$ cat src/rtl/tjd_pkg.sv
// Joystick direction decoder package: shared widths, event, direction and register codes.
// Used by the channel interfaces, the top level and the port checker.
package tjd_pkg;

   localparam int RAD_BITS       = 11;
   localparam int HALF_BITS      = 10;
   localparam int OP_BITS        = 2;
   localparam int DIR_BITS       = 4;
   localparam int CSR_INDEX_BITS = 3;
   localparam int MUL_STEPS      = 7;

   // touch event kinds
   localparam logic [OP_BITS-1:0] OP_BEGIN = 2'd0;
   localparam logic [OP_BITS-1:0] OP_MOVE  = 2'd1;
   localparam logic [OP_BITS-1:0] OP_END   = 2'd2;

   // direction codes
   localparam logic [DIR_BITS-1:0] DIR_STAY       = 4'd0;
   localparam logic [DIR_BITS-1:0] DIR_RIGHT      = 4'd1;
   localparam logic [DIR_BITS-1:0] DIR_RIGHT_UP   = 4'd2;
   localparam logic [DIR_BITS-1:0] DIR_UP         = 4'd3;
   localparam logic [DIR_BITS-1:0] DIR_LEFT_UP    = 4'd4;
   localparam logic [DIR_BITS-1:0] DIR_LEFT       = 4'd5;
   localparam logic [DIR_BITS-1:0] DIR_LEFT_DOWN  = 4'd6;
   localparam logic [DIR_BITS-1:0] DIR_DOWN       = 4'd7;
   localparam logic [DIR_BITS-1:0] DIR_RIGHT_DOWN = 4'd8;

   // configuration register indexes
   localparam logic [CSR_INDEX_BITS-1:0] CSR_CENTER_X    = 3'd0;
   localparam logic [CSR_INDEX_BITS-1:0] CSR_CENTER_Y    = 3'd1;
   localparam logic [CSR_INDEX_BITS-1:0] CSR_RADIUS      = 3'd2;
   localparam logic [CSR_INDEX_BITS-1:0] CSR_HALF_WIDTH  = 3'd3;
   localparam logic [CSR_INDEX_BITS-1:0] CSR_HALF_HEIGHT = 3'd4;

   localparam logic [RAD_BITS-1:0]  RADIUS_RESET = 11'd64;
   localparam logic [HALF_BITS-1:0] HALF_RESET   = 10'd32;

   // products formed by the shared multiplier, in issue order
   localparam logic [2:0] MOP_AX2   = 3'd0;
   localparam logic [2:0] MOP_AY2   = 3'd1;
   localparam logic [2:0] MOP_SUM2  = 3'd2;
   localparam logic [2:0] MOP_DIFF2 = 3'd3;
   localparam logic [2:0] MOP_R2    = 3'd4;
   localparam logic [2:0] MOP_RAX   = 3'd5;
   localparam logic [2:0] MOP_RAY   = 3'd6;

   typedef enum logic [6:0] {
      S_IDLE = 7'b0000001,
      S_EVAL = 7'b0000010,
      S_MUL  = 7'b0000100,
      S_ROOT = 7'b0001000,
      S_DIV  = 7'b0010000,
      S_FIN  = 7'b0100000,
      S_DONE = 7'b1000000
   } state_type;

endpackage

$ cat src/rtl/tjd_if.sv
// Valid/ready channel interfaces of the joystick direction decoder.
// Depends on tjd_pkg for field widths.
interface tjd_req_if #(parameter int COORD_BITS = 12);
   logic                          valid;
   logic                          ready;
   logic [tjd_pkg::OP_BITS-1:0]   op;
   logic [COORD_BITS-1:0]         touch_x;
   logic [COORD_BITS-1:0]         touch_y;
   modport source (output valid, output op, output touch_x, output touch_y, input ready);
   modport sink (input valid, input op, input touch_x, input touch_y, output ready);
endinterface

interface tjd_rsp_if #(parameter int COORD_BITS = 12);
   logic                          valid;
   logic                          ready;
   logic [tjd_pkg::DIR_BITS-1:0]  direction;
   logic                          facing_left;
   logic [COORD_BITS-1:0]         knob_x;
   logic [COORD_BITS-1:0]         knob_y;
   logic                          tracking;
   modport source (output valid, output direction, output facing_left, output knob_x,
                   output knob_y, output tracking, input ready);
   modport sink (input valid, input direction, input facing_left, input knob_x,
                 input knob_y, input tracking, output ready);
endinterface

interface tjd_csr_if #(parameter int DATA_BITS = 12);
   logic                                valid;
   logic                                ready;
   logic [tjd_pkg::CSR_INDEX_BITS-1:0]  index;
   logic [DATA_BITS-1:0]                data;
   modport source (output valid, output index, output data, input ready);
   modport sink (input valid, input index, input data, output ready);
endinterface

$ cat src/rtl/tjd_mul.sv
// Shared unsigned multiplier with a registered product.
// Standalone; instantiated by the decoder top level.
module tjd_mul #(
   parameter int WIDTH = 13
) (
   input  logic                 clock,
   input  logic [WIDTH-1:0]     a,
   input  logic [WIDTH-1:0]     b,
   output logic [2*WIDTH-1:0]   prod_ff
);

   logic [2*WIDTH-1:0] prod_in;

   assign prod_in = (2*WIDTH)'(a) * (2*WIDTH)'(b);

   always_ff @(posedge clock) begin
      prod_ff <= prod_in;
   end

endmodule

$ cat src/rtl/touch_joystick_direction_decoder_top.sv
// Eight-way touch joystick direction decoder: top level, sequencer and datapath.
// Depends on tjd_pkg, the channel interfaces in tjd_if.sv and the multiplier tjd_mul.
//
// One request (touch begin, move or end) yields one response with the direction,
// facing flag, knob position and tracking flag after the event. The block works on
// one request at a time: req ready is high only while the sequencer is idle, and a
// finished response waits in its own output register, so the next request can be
// taken while the previous response is still stalled. A begin, an end, an unused
// event code or a move while not tracking is decoded in one state and then loaded
// into the response register. A move is decoded, then the single shared multiplier
// forms seven products (ax^2, ay^2, (ax+ay)^2, (ay-ax)^2, r^2, r*ax, r*ay)
// one per cycle, then the response is loaded. A move whose distance reaches the
// radius adds a digit-by-digit square root and a restoring division for each axis
// on one shared subtractor, then a saturating knob add. Each response load is
// followed by the idle state, in which the next request is taken; a response
// register that is still stalled holds the block before the load. Configuration
// writes are always taken (csr ready is tied high) and are meant to happen while
// the block is idle.
module touch_joystick_direction_decoder_top #(
   parameter int COORD_BITS = 12
) (
   input  logic          clock,
   input  logic          reset,
   tjd_req_if.sink       req_ch,
   tjd_rsp_if.source     rsp_ch,
   tjd_csr_if.sink       csr_ch
);

   localparam int W        = COORD_BITS;
   localparam int K        = W + 1;                  // root width
   localparam int R        = tjd_pkg::RAD_BITS;
   localparam int HB       = tjd_pkg::HALF_BITS;
   localparam int MW       = (K > R) ? K : R;        // multiplier operand width
   localparam int PW       = 2 * MW;
   localparam int D2W      = 2 * W + 1;              // squared distance
   localparam int SQW      = 2 * W + 2;              // (ax+ay)^2 and root radicand
   localparam int CW       = (D2W > 2 * R) ? D2W : 2 * R;
   localparam int NW       = R + W;                  // r*|d|
   localparam int RW       = W + 2;                  // partial remainder
   localparam int SUBW     = W + 4;                  // shared subtractor
   localparam int CMPW     = (W > HB) ? W : HB;
   localparam int EW       = ((W > R) ? W : R) + 2;  // signed knob sum
   localparam int ITER_MAX = (K > R) ? K : R;
   localparam int CNTW     = $clog2(ITER_MAX + 1);

   // configuration registers
   logic [W-1:0]  center_x_ff, center_y_ff;
   logic [R-1:0]  radius_ff;
   logic [HB-1:0] half_w_ff, half_h_ff;

   // sequencer and joystick state
   tjd_pkg::state_type state_ff, state_in;
   logic [CNTW-1:0]    cnt_ff, cnt_in;
   logic               armed_ff, armed_in;
   logic [tjd_pkg::DIR_BITS-1:0] dir_ff, dir_in;
   logic               facing_ff, facing_in;
   logic [W-1:0]       knob_x_ff, knob_x_in, knob_y_ff, knob_y_in;

   // request and datapath registers
   logic [tjd_pkg::OP_BITS-1:0] op_ff, op_in;
   logic [W-1:0]  tx_ff, tx_in, ty_ff, ty_in;
   logic [W-1:0]  ax_ff, ax_in, ay_ff, ay_in;
   logic          negx_ff, negx_in, negy_ff, negy_in;
   logic [2*W-1:0] ax2_ff, ax2_in;
   logic [D2W-1:0] d2_ff, d2_in;
   logic          horiz_ff, horiz_in, vert_ff, vert_in, clamp_ff, clamp_in;
   logic [NW-1:0] nx_ff, nx_in, ny_ff, ny_in;
   logic [SQW-1:0] rad_ff, rad_in;
   logic [RW-1:0] rem_ff, rem_in;
   logic [K-1:0]  root_ff, root_in;
   logic [R-1:0]  dq_ff, dq_in, qx_ff, qx_in;
   logic          axis_ff, axis_in;

   // response register
   logic          rsp_valid_ff, rsp_valid_in;
   logic [tjd_pkg::DIR_BITS-1:0] rsp_dir_ff, rsp_dir_in;
   logic          rsp_facing_ff, rsp_facing_in, rsp_track_ff, rsp_track_in;
   logic [W-1:0]  rsp_kx_ff, rsp_kx_in, rsp_ky_ff, rsp_ky_in;

   // combinational helpers
   logic          req_fire;
   logic [K-1:0]  dx_c, dy_c, adx_c, ady_c;
   logic          ay_gt_ax, pos_x, pos_y, zero_off;
   logic [2:0]    cap_op;
   logic [MW-1:0] mul_a, mul_b;
   logic [PW-1:0] prod_ff;
   logic [SUBW-1:0] sub_a, sub_b;
   logic [SUBW:0] sub_diff;
   logic          sub_ok;
   logic [R-1:0]  dq_next;
   logic [EW-1:0] ext_x, ext_y;
   logic [W-1:0]  sat_x, sat_y;

   // ---------------------------------------------------------------- ports
   assign req_ch.ready       = (state_ff == tjd_pkg::S_IDLE);
   assign req_fire           = req_ch.valid && req_ch.ready;
   assign csr_ch.ready       = 1'b1;
   assign rsp_ch.valid       = rsp_valid_ff;
   assign rsp_ch.direction   = rsp_dir_ff;
   assign rsp_ch.facing_left = rsp_facing_ff;
   assign rsp_ch.knob_x      = rsp_kx_ff;
   assign rsp_ch.knob_y      = rsp_ky_ff;
   assign rsp_ch.tracking    = rsp_track_ff;

   // ---------------------------------------------------------------- configuration
   always_ff @(posedge clock) begin
      if (reset) begin
         center_x_ff <= '0;
         center_y_ff <= '0;
         radius_ff   <= tjd_pkg::RADIUS_RESET;
         half_w_ff   <= tjd_pkg::HALF_RESET;
         half_h_ff   <= tjd_pkg::HALF_RESET;
      end else if (csr_ch.valid) begin
         case (csr_ch.index)
            tjd_pkg::CSR_CENTER_X:    center_x_ff <= csr_ch.data[W-1:0];
            tjd_pkg::CSR_CENTER_Y:    center_y_ff <= csr_ch.data[W-1:0];
            tjd_pkg::CSR_RADIUS:      radius_ff   <= csr_ch.data[R-1:0];
            tjd_pkg::CSR_HALF_WIDTH:  half_w_ff   <= csr_ch.data[HB-1:0];
            tjd_pkg::CSR_HALF_HEIGHT: half_h_ff   <= csr_ch.data[HB-1:0];
            default: ;   // writes beyond the register list are dropped
         endcase
      end
   end

   // ---------------------------------------------------------------- offsets at accept
   // Offset from the centre in one extra bit; magnitude always fits COORD_BITS.
   assign dx_c  = {1'b0, req_ch.touch_x} - {1'b0, center_x_ff};
   assign dy_c  = {1'b0, req_ch.touch_y} - {1'b0, center_y_ff};
   assign adx_c = dx_c[W] ? (K'(0) - dx_c) : dx_c;
   assign ady_c = dy_c[W] ? (K'(0) - dy_c) : dy_c;

   assign ay_gt_ax = ay_ff > ax_ff;
   assign pos_x    = !negx_ff && (ax_ff != '0);
   assign pos_y    = !negy_ff && (ay_ff != '0);
   assign zero_off = (ax_ff == '0) && (ay_ff == '0);

   // ---------------------------------------------------------------- shared multiplier
   // Issue product number cnt; its result is captured from the registered product in the next cycle.
   always_comb begin
      mul_a = '0;
      mul_b = '0;
      case (cnt_ff[2:0])
         tjd_pkg::MOP_AX2: begin
            mul_a = MW'(ax_ff);
            mul_b = MW'(ax_ff);
         end
         tjd_pkg::MOP_AY2: begin
            mul_a = MW'(ay_ff);
            mul_b = MW'(ay_ff);
         end
         tjd_pkg::MOP_SUM2: begin
            mul_a = MW'(K'(ax_ff) + K'(ay_ff));
            mul_b = MW'(K'(ax_ff) + K'(ay_ff));
         end
         tjd_pkg::MOP_DIFF2: begin
            mul_a = ay_gt_ax ? MW'(ay_ff - ax_ff) : '0;
            mul_b = ay_gt_ax ? MW'(ay_ff - ax_ff) : '0;
         end
         tjd_pkg::MOP_R2: begin
            mul_a = MW'(radius_ff);
            mul_b = MW'(radius_ff);
         end
         tjd_pkg::MOP_RAX: begin
            mul_a = MW'(radius_ff);
            mul_b = MW'(ax_ff);
         end
         tjd_pkg::MOP_RAY: begin
            mul_a = MW'(radius_ff);
            mul_b = MW'(ay_ff);
         end
         default: ;
      endcase
   end

   tjd_mul #(.WIDTH(MW)) u_mul (
      .clock   (clock),
      .a       (mul_a),
      .b       (mul_b),
      .prod_ff (prod_ff)
   );

   assign cap_op = cnt_ff[2:0] - 3'd1;

   // ---------------------------------------------------------------- shared subtractor
   // Square root: trial 4*root+1 against the remainder with the next radicand pair.
   // Division: divisor (the root) against the remainder with the next dividend bit.
   always_comb begin
      sub_a = '0;
      sub_b = '0;
      case (state_ff)
         tjd_pkg::S_ROOT: begin
            sub_a = {rem_ff, rad_ff[SQW-1 -: 2]};
            sub_b = SUBW'({root_ff, 2'b01});
         end
         tjd_pkg::S_DIV: begin
            sub_a = SUBW'({rem_ff, dq_ff[R-1]});
            sub_b = SUBW'(root_ff);
         end
         default: ;
      endcase
   end

   assign sub_diff = {1'b0, sub_a} - {1'b0, sub_b};
   assign sub_ok   = !sub_diff[SUBW];
   assign dq_next  = {dq_ff[R-2:0], sub_ok};

   // ---------------------------------------------------------------- knob on the circle
   // Centre plus or minus the scaled offset, saturated to the coordinate range.
   assign ext_x = negx_ff ? (EW'(center_x_ff) - EW'(qx_ff)) : (EW'(center_x_ff) + EW'(qx_ff));
   assign ext_y = negy_ff ? (EW'(center_y_ff) - EW'(dq_ff)) : (EW'(center_y_ff) + EW'(dq_ff));
   assign sat_x = ext_x[EW-1] ? '0 : ((ext_x > EW'({W{1'b1}})) ? {W{1'b1}} : ext_x[W-1:0]);
   assign sat_y = ext_y[EW-1] ? '0 : ((ext_y > EW'({W{1'b1}})) ? {W{1'b1}} : ext_y[W-1:0]);

   // ---------------------------------------------------------------- sequencer
   always_comb begin
      state_in      = state_ff;
      cnt_in        = cnt_ff;
      armed_in      = armed_ff;
      dir_in        = dir_ff;
      facing_in     = facing_ff;
      knob_x_in     = knob_x_ff;
      knob_y_in     = knob_y_ff;
      op_in         = op_ff;
      tx_in         = tx_ff;
      ty_in         = ty_ff;
      ax_in         = ax_ff;
      ay_in         = ay_ff;
      negx_in       = negx_ff;
      negy_in       = negy_ff;
      ax2_in        = ax2_ff;
      d2_in         = d2_ff;
      horiz_in      = horiz_ff;
      vert_in       = vert_ff;
      clamp_in      = clamp_ff;
      nx_in         = nx_ff;
      ny_in         = ny_ff;
      rad_in        = rad_ff;
      rem_in        = rem_ff;
      root_in       = root_ff;
      dq_in         = dq_ff;
      qx_in         = qx_ff;
      axis_in       = axis_ff;
      rsp_valid_in  = rsp_valid_ff && !rsp_ch.ready;
      rsp_dir_in    = rsp_dir_ff;
      rsp_facing_in = rsp_facing_ff;
      rsp_track_in  = rsp_track_ff;
      rsp_kx_in     = rsp_kx_ff;
      rsp_ky_in     = rsp_ky_ff;

      case (state_ff)
         tjd_pkg::S_IDLE: begin
            // take the request and its offsets from the centre
            if (req_fire) begin
               op_in    = req_ch.op;
               tx_in    = req_ch.touch_x;
               ty_in    = req_ch.touch_y;
               ax_in    = adx_c[W-1:0];
               ay_in    = ady_c[W-1:0];
               negx_in  = dx_c[W];
               negy_in  = dy_c[W];
               state_in = tjd_pkg::S_EVAL;
            end
         end

         tjd_pkg::S_EVAL: begin
            state_in = tjd_pkg::S_DONE;
            case (op_ff)
               tjd_pkg::OP_BEGIN: begin
                  // inclusive hit box; a miss leaves tracking as it was
                  if ((CMPW'(ax_ff) <= CMPW'(half_w_ff)) && (CMPW'(ay_ff) <= CMPW'(half_h_ff)))
                     armed_in = 1'b1;
               end
               tjd_pkg::OP_MOVE: begin
                  if (armed_ff) begin
                     cnt_in   = '0;
                     state_in = tjd_pkg::S_MUL;
                  end
               end
               tjd_pkg::OP_END: begin
                  if (armed_ff) begin
                     knob_x_in = center_x_ff;
                     knob_y_in = center_y_ff;
                     dir_in    = tjd_pkg::DIR_STAY;
                     armed_in  = 1'b0;
                  end
               end
               default: ;   // unused event code: report the state unchanged
            endcase
         end

         tjd_pkg::S_MUL: begin
            cnt_in = cnt_ff + CNTW'(1);
            if (cnt_ff != '0) begin
               case (cap_op)
                  tjd_pkg::MOP_AX2:   ax2_in = prod_ff[2*W-1:0];
                  tjd_pkg::MOP_AY2:   d2_in = D2W'(ax2_ff) + D2W'(prod_ff[2*W-1:0]);
                  // angle below pi/8 when (ax+ay)^2 < 2*ax^2
                  tjd_pkg::MOP_SUM2:  horiz_in = prod_ff[SQW-1:0] < SQW'({ax2_ff, 1'b0});
                  // angle above 3pi/8 when ay > ax and (ay-ax)^2 > 2*ax^2
                  tjd_pkg::MOP_DIFF2: vert_in = ay_gt_ax &&
                                                (D2W'(prod_ff[2*W-1:0]) > {ax2_ff, 1'b0});
                  tjd_pkg::MOP_R2:    clamp_in = CW'(d2_ff) >= CW'(prod_ff[2*R-1:0]);
                  tjd_pkg::MOP_RAX:   nx_in = prod_ff[NW-1:0];
                  tjd_pkg::MOP_RAY:   ny_in = prod_ff[NW-1:0];
                  default: ;
               endcase
            end
            if (cnt_ff == CNTW'(tjd_pkg::MUL_STEPS)) begin
               if (zero_off) begin
                  // touch on the centre: knob home, direction and facing held
                  knob_x_in = center_x_ff;
                  knob_y_in = center_y_ff;
                  state_in  = tjd_pkg::S_DONE;
               end else begin
                  if (horiz_ff) begin
                     dir_in    = pos_x ? tjd_pkg::DIR_RIGHT : tjd_pkg::DIR_LEFT;
                     facing_in = !pos_x;
                  end else if (vert_ff) begin
                     dir_in    = pos_y ? tjd_pkg::DIR_UP : tjd_pkg::DIR_DOWN;
                  end else if (pos_y) begin
                     dir_in    = pos_x ? tjd_pkg::DIR_RIGHT_UP : tjd_pkg::DIR_LEFT_UP;
                     facing_in = !pos_x;
                  end else begin
                     dir_in    = pos_x ? tjd_pkg::DIR_RIGHT_DOWN : tjd_pkg::DIR_LEFT_DOWN;
                     facing_in = !pos_x;
                  end
                  if (clamp_ff) begin
                     rad_in   = SQW'(d2_ff);
                     rem_in   = '0;
                     root_in  = '0;
                     cnt_in   = '0;
                     state_in = tjd_pkg::S_ROOT;
                  end else begin
                     knob_x_in = tx_ff;
                     knob_y_in = ty_ff;
                     state_in  = tjd_pkg::S_DONE;
                  end
               end
            end
         end

         tjd_pkg::S_ROOT: begin
            // one root bit per cycle, radicand consumed two bits at a time
            rem_in  = sub_ok ? sub_diff[RW-1:0] : sub_a[RW-1:0];
            root_in = {root_ff[K-2:0], sub_ok};
            rad_in  = {rad_ff[SQW-3:0], 2'b00};
            cnt_in  = cnt_ff + CNTW'(1);
            if (cnt_ff == CNTW'(K - 1)) begin
               // quotient fits the radius width, so start with the high part loaded
               rem_in   = RW'(nx_ff[NW-1:R]);
               dq_in    = nx_ff[R-1:0];
               axis_in  = 1'b0;
               cnt_in   = '0;
               state_in = tjd_pkg::S_DIV;
            end
         end

         tjd_pkg::S_DIV: begin
            // one quotient bit per cycle; dividend bits shift out, quotient bits in
            rem_in = sub_ok ? sub_diff[RW-1:0] : sub_a[RW-1:0];
            dq_in  = dq_next;
            cnt_in = cnt_ff + CNTW'(1);
            if (cnt_ff == CNTW'(R - 1)) begin
               if (!axis_ff) begin
                  qx_in   = dq_next;
                  rem_in  = RW'(ny_ff[NW-1:R]);
                  dq_in   = ny_ff[R-1:0];
                  axis_in = 1'b1;
                  cnt_in  = '0;
               end else begin
                  state_in = tjd_pkg::S_FIN;
               end
            end
         end

         tjd_pkg::S_FIN: begin
            knob_x_in = sat_x;
            knob_y_in = sat_y;
            state_in  = tjd_pkg::S_DONE;
         end

         tjd_pkg::S_DONE: begin
            // hold until the response register is free
            if (!rsp_valid_ff || rsp_ch.ready) begin
               rsp_valid_in  = 1'b1;
               rsp_dir_in    = dir_ff;
               rsp_facing_in = facing_ff;
               rsp_kx_in     = knob_x_ff;
               rsp_ky_in     = knob_y_ff;
               rsp_track_in  = armed_ff;
               state_in      = tjd_pkg::S_IDLE;
            end
         end

         default: state_in = tjd_pkg::S_IDLE;
      endcase
   end

   // control state
   always_ff @(posedge clock) begin
      if (reset) begin
         state_ff     <= tjd_pkg::S_IDLE;
         armed_ff     <= 1'b0;
         dir_ff       <= tjd_pkg::DIR_STAY;
         facing_ff    <= 1'b0;
         knob_x_ff    <= '0;
         knob_y_ff    <= '0;
         rsp_valid_ff <= 1'b0;
      end else begin
         state_ff     <= state_in;
         armed_ff     <= armed_in;
         dir_ff       <= dir_in;
         facing_ff    <= facing_in;
         knob_x_ff    <= knob_x_in;
         knob_y_ff    <= knob_y_in;
         rsp_valid_ff <= rsp_valid_in;
      end
   end

   // datapath and response payload
   always_ff @(posedge clock) begin
      cnt_ff        <= cnt_in;
      op_ff         <= op_in;
      tx_ff         <= tx_in;
      ty_ff         <= ty_in;
      ax_ff         <= ax_in;
      ay_ff         <= ay_in;
      negx_ff       <= negx_in;
      negy_ff       <= negy_in;
      ax2_ff        <= ax2_in;
      d2_ff         <= d2_in;
      horiz_ff      <= horiz_in;
      vert_ff       <= vert_in;
      clamp_ff      <= clamp_in;
      nx_ff         <= nx_in;
      ny_ff         <= ny_in;
      rad_ff        <= rad_in;
      rem_ff        <= rem_in;
      root_ff       <= root_in;
      dq_ff         <= dq_in;
      qx_ff         <= qx_in;
      axis_ff       <= axis_in;
      rsp_dir_ff    <= rsp_dir_in;
      rsp_facing_ff <= rsp_facing_in;
      rsp_track_ff  <= rsp_track_in;
      rsp_kx_ff     <= rsp_kx_in;
      rsp_ky_ff     <= rsp_ky_in;
   end

endmodule

$ cat src/flat_wrapper.sv
// flat-port wrapper written by rule: the top's interface ports become plain ports
module touch_joystick_direction_decoder_top_flat 
#(
   parameter int COORD_BITS = 12
)
  (clock, reset, req_ch_valid, req_ch_op, req_ch_touch_x, req_ch_touch_y, req_ch_ready, rsp_ch_valid, rsp_ch_direction, rsp_ch_facing_left, rsp_ch_knob_x, rsp_ch_knob_y, rsp_ch_tracking, rsp_ch_ready, csr_ch_valid, csr_ch_index, csr_ch_data, csr_ch_ready);
  tjd_req_if #(.COORD_BITS(COORD_BITS)) req_ch_i ();
  tjd_rsp_if #(.COORD_BITS(COORD_BITS)) rsp_ch_i ();
  tjd_csr_if #(.DATA_BITS((12))) csr_ch_i ();
  input  logic clock;
  input  logic reset;
  input wire logic [$bits(req_ch_i.valid)-1:0] req_ch_valid;
  input wire logic [$bits(req_ch_i.op)-1:0] req_ch_op;
  input wire logic [$bits(req_ch_i.touch_x)-1:0] req_ch_touch_x;
  input wire logic [$bits(req_ch_i.touch_y)-1:0] req_ch_touch_y;
  output wire logic [$bits(req_ch_i.ready)-1:0] req_ch_ready;
  output wire logic [$bits(rsp_ch_i.valid)-1:0] rsp_ch_valid;
  output wire logic [$bits(rsp_ch_i.direction)-1:0] rsp_ch_direction;
  output wire logic [$bits(rsp_ch_i.facing_left)-1:0] rsp_ch_facing_left;
  output wire logic [$bits(rsp_ch_i.knob_x)-1:0] rsp_ch_knob_x;
  output wire logic [$bits(rsp_ch_i.knob_y)-1:0] rsp_ch_knob_y;
  output wire logic [$bits(rsp_ch_i.tracking)-1:0] rsp_ch_tracking;
  input wire logic [$bits(rsp_ch_i.ready)-1:0] rsp_ch_ready;
  input wire logic [$bits(csr_ch_i.valid)-1:0] csr_ch_valid;
  input wire logic [$bits(csr_ch_i.index)-1:0] csr_ch_index;
  input wire logic [$bits(csr_ch_i.data)-1:0] csr_ch_data;
  output wire logic [$bits(csr_ch_i.ready)-1:0] csr_ch_ready;
  assign req_ch_i.valid = req_ch_valid;
  assign req_ch_i.op = req_ch_op;
  assign req_ch_i.touch_x = req_ch_touch_x;
  assign req_ch_i.touch_y = req_ch_touch_y;
  assign req_ch_ready = req_ch_i.ready;
  assign rsp_ch_valid = rsp_ch_i.valid;
  assign rsp_ch_direction = rsp_ch_i.direction;
  assign rsp_ch_facing_left = rsp_ch_i.facing_left;
  assign rsp_ch_knob_x = rsp_ch_i.knob_x;
  assign rsp_ch_knob_y = rsp_ch_i.knob_y;
  assign rsp_ch_tracking = rsp_ch_i.tracking;
  assign rsp_ch_i.ready = rsp_ch_ready;
  assign csr_ch_i.valid = csr_ch_valid;
  assign csr_ch_i.index = csr_ch_index;
  assign csr_ch_i.data = csr_ch_data;
  assign csr_ch_ready = csr_ch_i.ready;
  touch_joystick_direction_decoder_top #(.COORD_BITS(COORD_BITS)) u_core (.clock(clock), .reset(reset), .req_ch(req_ch_i), .rsp_ch(rsp_ch_i), .csr_ch(csr_ch_i));
endmodule
$ cat config.mk
export PLATFORM = sky130hd
export DESIGN_NAME = touch_joystick_direction_decoder_top_flat
export DESIGN_NICKNAME = d
export VERILOG_FILES = /design/src/rtl/tjd_pkg.sv /design/src/rtl/tjd_if.sv /design/src/rtl/tjd_mul.sv /design/src/rtl/touch_joystick_direction_decoder_top.sv /design/src/flat_wrapper.sv
export SDC_FILE = /design/constraint.sdc
export NUM_CORES = 1
export LEC_CHECK = 0
export ABC_AREA = 1
export BUFFER_PORTS_ARGS = -buffer_cell sky130_fd_sc_hd__clkbuf_2
export CORE_MARGIN = 2
export CORE_UTILIZATION = 45
export DETAILED_ROUTE_END_ITERATION = 8
export SYNTH_ARGS = -nofsm -noshare
export SYNTH_HDL_FRONTEND = slang
export SYNTH_HIERARCHICAL = 1
export SYNTH_SLANG_ARGS = --single-unit
$ cat constraint.sdc
create_clock -name clock -period 12.1 [get_ports clock]
set_clock_uncertainty 0.1 [all_clocks]
set_input_delay 1.21 -clock clock [delete_from_list [all_inputs] [get_ports clock]]
set_output_delay 1.21 -clock clock [all_outputs]
set_load 0.01 [all_outputs]
== Word-level counts from Yosys, hierarchy flattened ==
Cells that the tools add are included.

* $add $sub $neg: 14
* $mul: 1
* Order comparisons: 8
* Equal/unequal tests: 42
* Muxes and demuxes: 85
* Bitwise logic cells: 2
* Reduce and logical (&&, ||, !) cells: 58

{| class="wikitable"
|+ Operators with widths
! operator !! number
|-
| two-way mux 12 bit || 16
|-
| case mux 13 bit (5 select lines) || 2
|-
| two-way mux 14 bit || 9
|-
| two-way mux 26 bit || 3
|-
| case mux 12 bit (3 select lines) || 2
|-
| two-way mux 7 bit || 10
|-
| two-way mux 4 bit || 15
|-
| two-way mux 13 bit || 4
|-
| case mux 26 bit (2 select lines) || 1
|-
| case mux 7 bit (7 select lines) || 1
|-
| case mux 14 bit (3 select lines) || 1
|-
| subtractor 12 x 12 -> 13 bit || 3
|-
| two-way mux 11 bit || 3
|-
| AND reduction 3 bit || 11
|-
| case mux 16 bit (2 select lines) || 1
|-
| case mux 15 bit (2 select lines) || 1
|-
| > comparator 14 x 12 -> 1 bit, second input constant || 2
|-
| adder 12 x 11 -> 13 bit || 2
|-
| less-than comparator 26 x 25 -> 1 bit || 1
|-
| multiplier 13 x 13 -> 26 bit || 1
|-
| case mux 13 bit (2 select lines) || 1
|-
| subtractor 12 x 11 -> 13 bit || 2
|-
| adder 24 x 24 -> 25 bit || 1
|-
| greater-or-equal comparator 25 x 22 -> 1 bit || 1
|-
| other kinds (48) || 116
|}

* Bits in registers: 379
* Bits of input ports: 46

== Depth between registers and ports, before layout ==
* Depth after elaboration: 9
* Mapped depth: 40
* Gate-level depth less buffers: 38

== Modules after synthesis ==
The synthesis kept the hierarchy.

{| class="wikitable"
|+ Modules (own cells, without submodules)
! module !! instances !! cells each !! area an instance (µm²) !! seq. area each (µm²)
|-
| touch_joystick_direction_decoder_top || 1 || 3121 || 24250.8 || 9669.3
|-
| tjd_mul || 1 || 943 || 6745.2 || 520.5
|}

== Worst setup path after synthesis ==
Ideal clock, no wire load.

* Kind: flip-flop to flip-flop
* Start: register u_core.cnt_ff[0]
* End: register u_core.u_mul.prod_ff[19]
* Library setup time: 0.112 ns
* Data arrival time: 6.172 ns
* Required time: 11.888 ns
* Slack: 5.716 ns
* Stages on the path, launching flop included: 30
* Buffers on the path: 2
* Path through: edfxtp_1 inv_1 ha_1 ha_1 clkinv_1 nand2_1 inv_1 clkbuf_1 o22ai_1 a21oi_1 a31oi_1 clkbuf_1 nand2_1 fa_1 fa_1 inv_1 fa_1 fa_1 inv_1 fa_1 inv_1 ha_1 nand2_2 inv_1 a21oi_2 inv_1 a21oi_1 nand2_1 nand2_1 nand2_1

* Longest elaborated chain between the ends: 4

{| class="wikitable"
|+ Ends and longest elaborated chain
! element !! line !! text
|-
| start, declared || touch_joystick_direction_decoder_top.sv:53 || <nowiki>logic [CNTW-1:0] cnt_ff, cnt_in;</nowiki>
|-
| start signal, assigned || touch_joystick_direction_decoder_top.sv:422 || <nowiki>cnt_ff <= cnt_in;</nowiki>
|-
| == test 3 x 1 -> 1 bit, or another cell as far along || touch_joystick_direction_decoder_top.sv:142 || <nowiki>case (cnt_ff[2:0])</nowiki>
|-
| OR reduction 2 bit (no line) || -- ||
|-
| case mux 13 bit (5 select lines) * || touch_joystick_direction_decoder_top.sv:142 ||
|-
| via u_core.mul_b[6] || touch_joystick_direction_decoder_top.sv:85 || <nowiki>logic [MW-1:0] mul_a, mul_b;</nowiki>
|-
| multiplier 13 x 13 -> 26 bit * || tjd_mul.sv:14 || <nowiki>assign prod_in = (2*WIDTH)'(a) * (2*WIDTH)'(b);</nowiki>
|-
| via u_core.u_mul.prod_in[19] || tjd_mul.sv:12 || <nowiki>logic [2*WIDTH-1:0] prod_in;</nowiki>
|-
| end signal, assigned || tjd_mul.sv:17 || <nowiki>prod_ff <= prod_in;</nowiki>
|-
| end, declared || tjd_mul.sv:9 || <nowiki>output logic [2*WIDTH-1:0] prod_ff</nowiki>
|}

Mark *: on every way through the listed nets, which the timed path passes. The rest lies on a longest branch.
A chain may end at the register's enable or synchronous reset.

== Final worst setup path ==
* Start: register u_core.cnt_ff[0]
* End: register u_core.u_mul.prod_ff[25]

The elaborated chain is that of the path after synthesis.

==> impl_metrics.tcl <==
set metrics [dict create \
    initial_core_util_pct 45.4 \
    vdd_drop_max_mv 0.0954 \
    yosysUniqueCellTypes 55 \
    port_buffers 77 \
    cts-root-buf "clkbuf_16" \
    hold_slack_ns 0.328 \
    slowest_delay_ns 0.96 \
    syn2layout_area_growth_pct 8.53 \
    cellPowerDensity_nw_per_um2 128 \
    finalCritPeriodShare_pct 64.2 \
    synthXorXnorAreaFrac_pct 2.43 \
    coreArea_um2 68300 \
    n_antenna_cell 0 \
    status "finished, final reports clean" \
    drt-pass1-iter-count 7 \
    endpoint_kind "flip-flop" \
    cp-start-kind "flip-flop" \
    grt_usage_pct 24.7 \
    hold_path.class "flip-flop to flip-flop" \
    p_leak_nw 16.9 \
    postCtsSetupBuffers 0 \
    layout_min_cycle_time_ns 7.77 \
    post_cts_resized 0 \
    synth_top_area_share_pct 25.2 \
    critPathMaxFanout 13 \
    nFillCells 6761 \
    synthCells 4064 \
    synthSimpleGateAreaFrac_pct 23.5 \
    synth_nets 4523 \
    synthFlopType "edfxtp_1" \
    ios 79 \
    yosysWarnings 6 \
    cts_made_buffers 43 \
    clk_latency_ns 0.58 \
    max-slew-margin-rel_pct 14.7 \
    synthTopCellsByArea "edfxtp_1, nand2_1, ha_1" \
    cp_common_cell "inv_1" \
    vias_per_cell 5.18 \
    maxCapViolCount 0 \
    drt-initial-drc-count 2374 \
    cts_tree "yes" \
    grt_setup_unrepaired "no" \
    post-dp-hpwl_um 67600 \
    cts.path.max_buffers 3 \
    crit_type "flip-flop to flip-flop" \
    synth.cell_area_um2 31000 \
    grt_pass1_vias 25000 \
    gr-total-overflow 0 \
    place_area_um2 32200 \
    worst_ep_required_time_ns 12.46 \
    synth.area.mux_share_pct 0 \
    yosysSeqAreaShare_pct 32.9 \
    setup_viol 0 \
    drc 0 \
    tns_ns 0 \
    fin_area_um2 33600 \
    grt_first_pass_wirelength_um 138000 \
    worst_slew_pin_slew_ns 1.27 \
    cts_hold_buf 0 \
    layout_setup_ws_ns 4.33 \
    antenna_found_initial 1 \
    drive_gt1_share_pct 6.00 \
    nets 4556 \
    die-area_um2 71000 \
    final_max_slew_viol_count 0 \
    max_freq_ghz 0.129 \
    rows 96 \
    synth_edf_count 260 \
    synth-seq-cells 379 \
    p_total_mw 4.31 \
    synth_adder_area_share_pct 19.8 \
    routed_wl_um 87200 \
    vias 26000 \
    syn_avg_cell_area_um2 7.63 \
    wl_per_cell_um 17.4 \
    gp_congestion 0.954 \
    synth_compound_area_share_pct 9.70 \
    die_h_um 266 \
    arrival_ns 8.13 \
    clkTransAtPathRegs_ns 0.06 \
    ant_nets 0 \
    synth_top_family_by_area "simple AND/OR/NAND/NOR gates" \
    pre_cts_slack_ns 4.42 \
    yosys.area.top_type "edfxtp_1" \
    grt_max_degree 84 \
    htree_num_levels 2 \
    crit_slowest_cell "a21oi_1" \
    ys_async_sr_fraction_pct 0 \
    finalHoldViolCount 0 \
    cts_num_sinks 379 \
    die_x_um 266 \
]
## synthesized netlist by cell type, types with 7 or more instances
master / instances
clkbuf_1: 65
o21bai_1: 15
nor4_1: 7
nand2_1: 1035
fa_1: 131
a21oi_2: 13
buf_2: 26
a221oi_1: 11
nor2_2: 10
nor3_1: 32
a211oi_1: 7
a21oi_1: 214
dfxtp_1: 119
xor2_1: 68
xnor2_1: 18
buf_6: 7
nand3_1: 234
nand3b_1: 22
a31oi_1: 19
inv_2: 15
a21o_1: 11
nand2_2: 13
ha_1: 282
o22ai_1: 32
buf_4: 7
nand4_1: 60
o21ai_0: 172
edfxtp_1: 260
o211ai_1: 19
inv_1: 802
nor2_1: 276
## worst paths after layout
kind	end	slack, ns	start	depth (start not counted)
min reg2reg	u_core/rsp_ch.knob_x[7]	0.33	u_core/knob_x_ff[7]	0
min	u_core/rsp_ch.knob_x[7]	0.33	u_core/knob_x_ff[7]	0
max reg2reg	u_core/u_mul/prod_ff[25]	4.33	u_core/cnt_ff[0]	30
max	u_core/u_mul/prod_ff[25]	4.33	u_core/cnt_ff[0]	30
## through the flow
step | std cells | util [%]
finish | 5013 | 49.2
detailed placement | 4933 | 47.1
global route | 5013 | 49.2
global placement | 4933 | 47.1
floorplan | 4064 | -
CTS | 5012 | 49.2
## state kept, by name, summed over array words and instances (netlist names), 11 cells and up
signal and flops:
u_core/ax_ff 12, u_core/d2_ff 25, u_core/u_mul/prod_ff 26, u_core/rsp_ch.knob_x 12, u_core/radius_ff 11, u_core/knob_y_ff 12, u_core/root_ff 13, u_core/ax2_ff 24
u_core/rsp_ch.knob_y 12, u_core/knob_x_ff 12, u_core/tx_ff 12, u_core/rem_ff 14, u_core/ay_ff 12, u_core/center_x_ff 12, u_core/ny_ff 23, u_core/nx_ff 23
u_core/dq_ff 11, u_core/rad_ff 26, u_core/qx_ff 11, u_core/ty_ff 12, u_core/center_y_ff 12
## worst max-delay path, delay by kind of cell, from the launching register on
kind / cells / cell delay [ns]
buf+inv: 9 / 1.15
compound gates: 2 / 1.03
fa+ha+maj: 8 / 3.57
simple gates: 11 / 1.31
flops: 1 / 0.48
## final cells by class
cell class	instances	area, um^2	area share (%)
timing repair buffer	100	558	1.66
clock buffer	51	1170	3.47
multi-input combinational	2753	17200	51.2
sequential	379	10200	30.3
inverter	820	3080	9.15
clock inverter	28	303	0.900
tap	882	1100	3.28
## layout by cell type (no fill, tap or decap), types with 5 or more instances in the layout
cell type and instances:
nand2_1 1035, inv_1 801, ha_1 282, nor2_1 271, edfxtp_1 260, nand3_1 234
a21oi_1 213, o21ai_0 172, fa_1 131, dfxtp_1 119, clkbuf_2 77, xor2_1 68
nand4_1 60, clkbuf_16 45, o22ai_1 32, nor3_1 31, buf_4 23, nand3b_1 22
a31oi_1 19, o211ai_1 19, xnor2_1 18, inv_2 16, o21bai_1 15, nand2_2 13
nor2_2 13, a21oi_2 13, clkinv_1 11, a21o_1 11, a221oi_1 11, nor2_4 8
a211oi_1 7, nor3_2 6, nor4_1 6, bufinv_16 5, nand3_2 5
## cell families (layout without fill, tap and decap cells)
kind of cell             after synthesis  in the layout
AND/OR/NAND/NOR                     1720           1720
buffers and inverters                932            999
flip-flops                           379            379
XOR/XNOR                              86             86
other                                  1              1
adder cells (fa/ha/maj)              413            413
AO/OA/AOI/OAI                        533            533
## report_power, final
group | internal, mW | total, mW | switching (mW)
Sequential | 1.53 | 1.69 | 0.153
Clock | 0.803 | 1.36 | 0.560
Combinational | 0.431 | 1.26 | 0.833
Total | 2.77 | 4.31 | 1.55
## per-layer routing
metal	GRT usage [%]	wire, um
met5	0	0
met4	7.38	2430
met3	2.65	4750
met2	41.3	40300
met1	33.8	39700
Note: power is estimated with default switching activity, not from simulation.
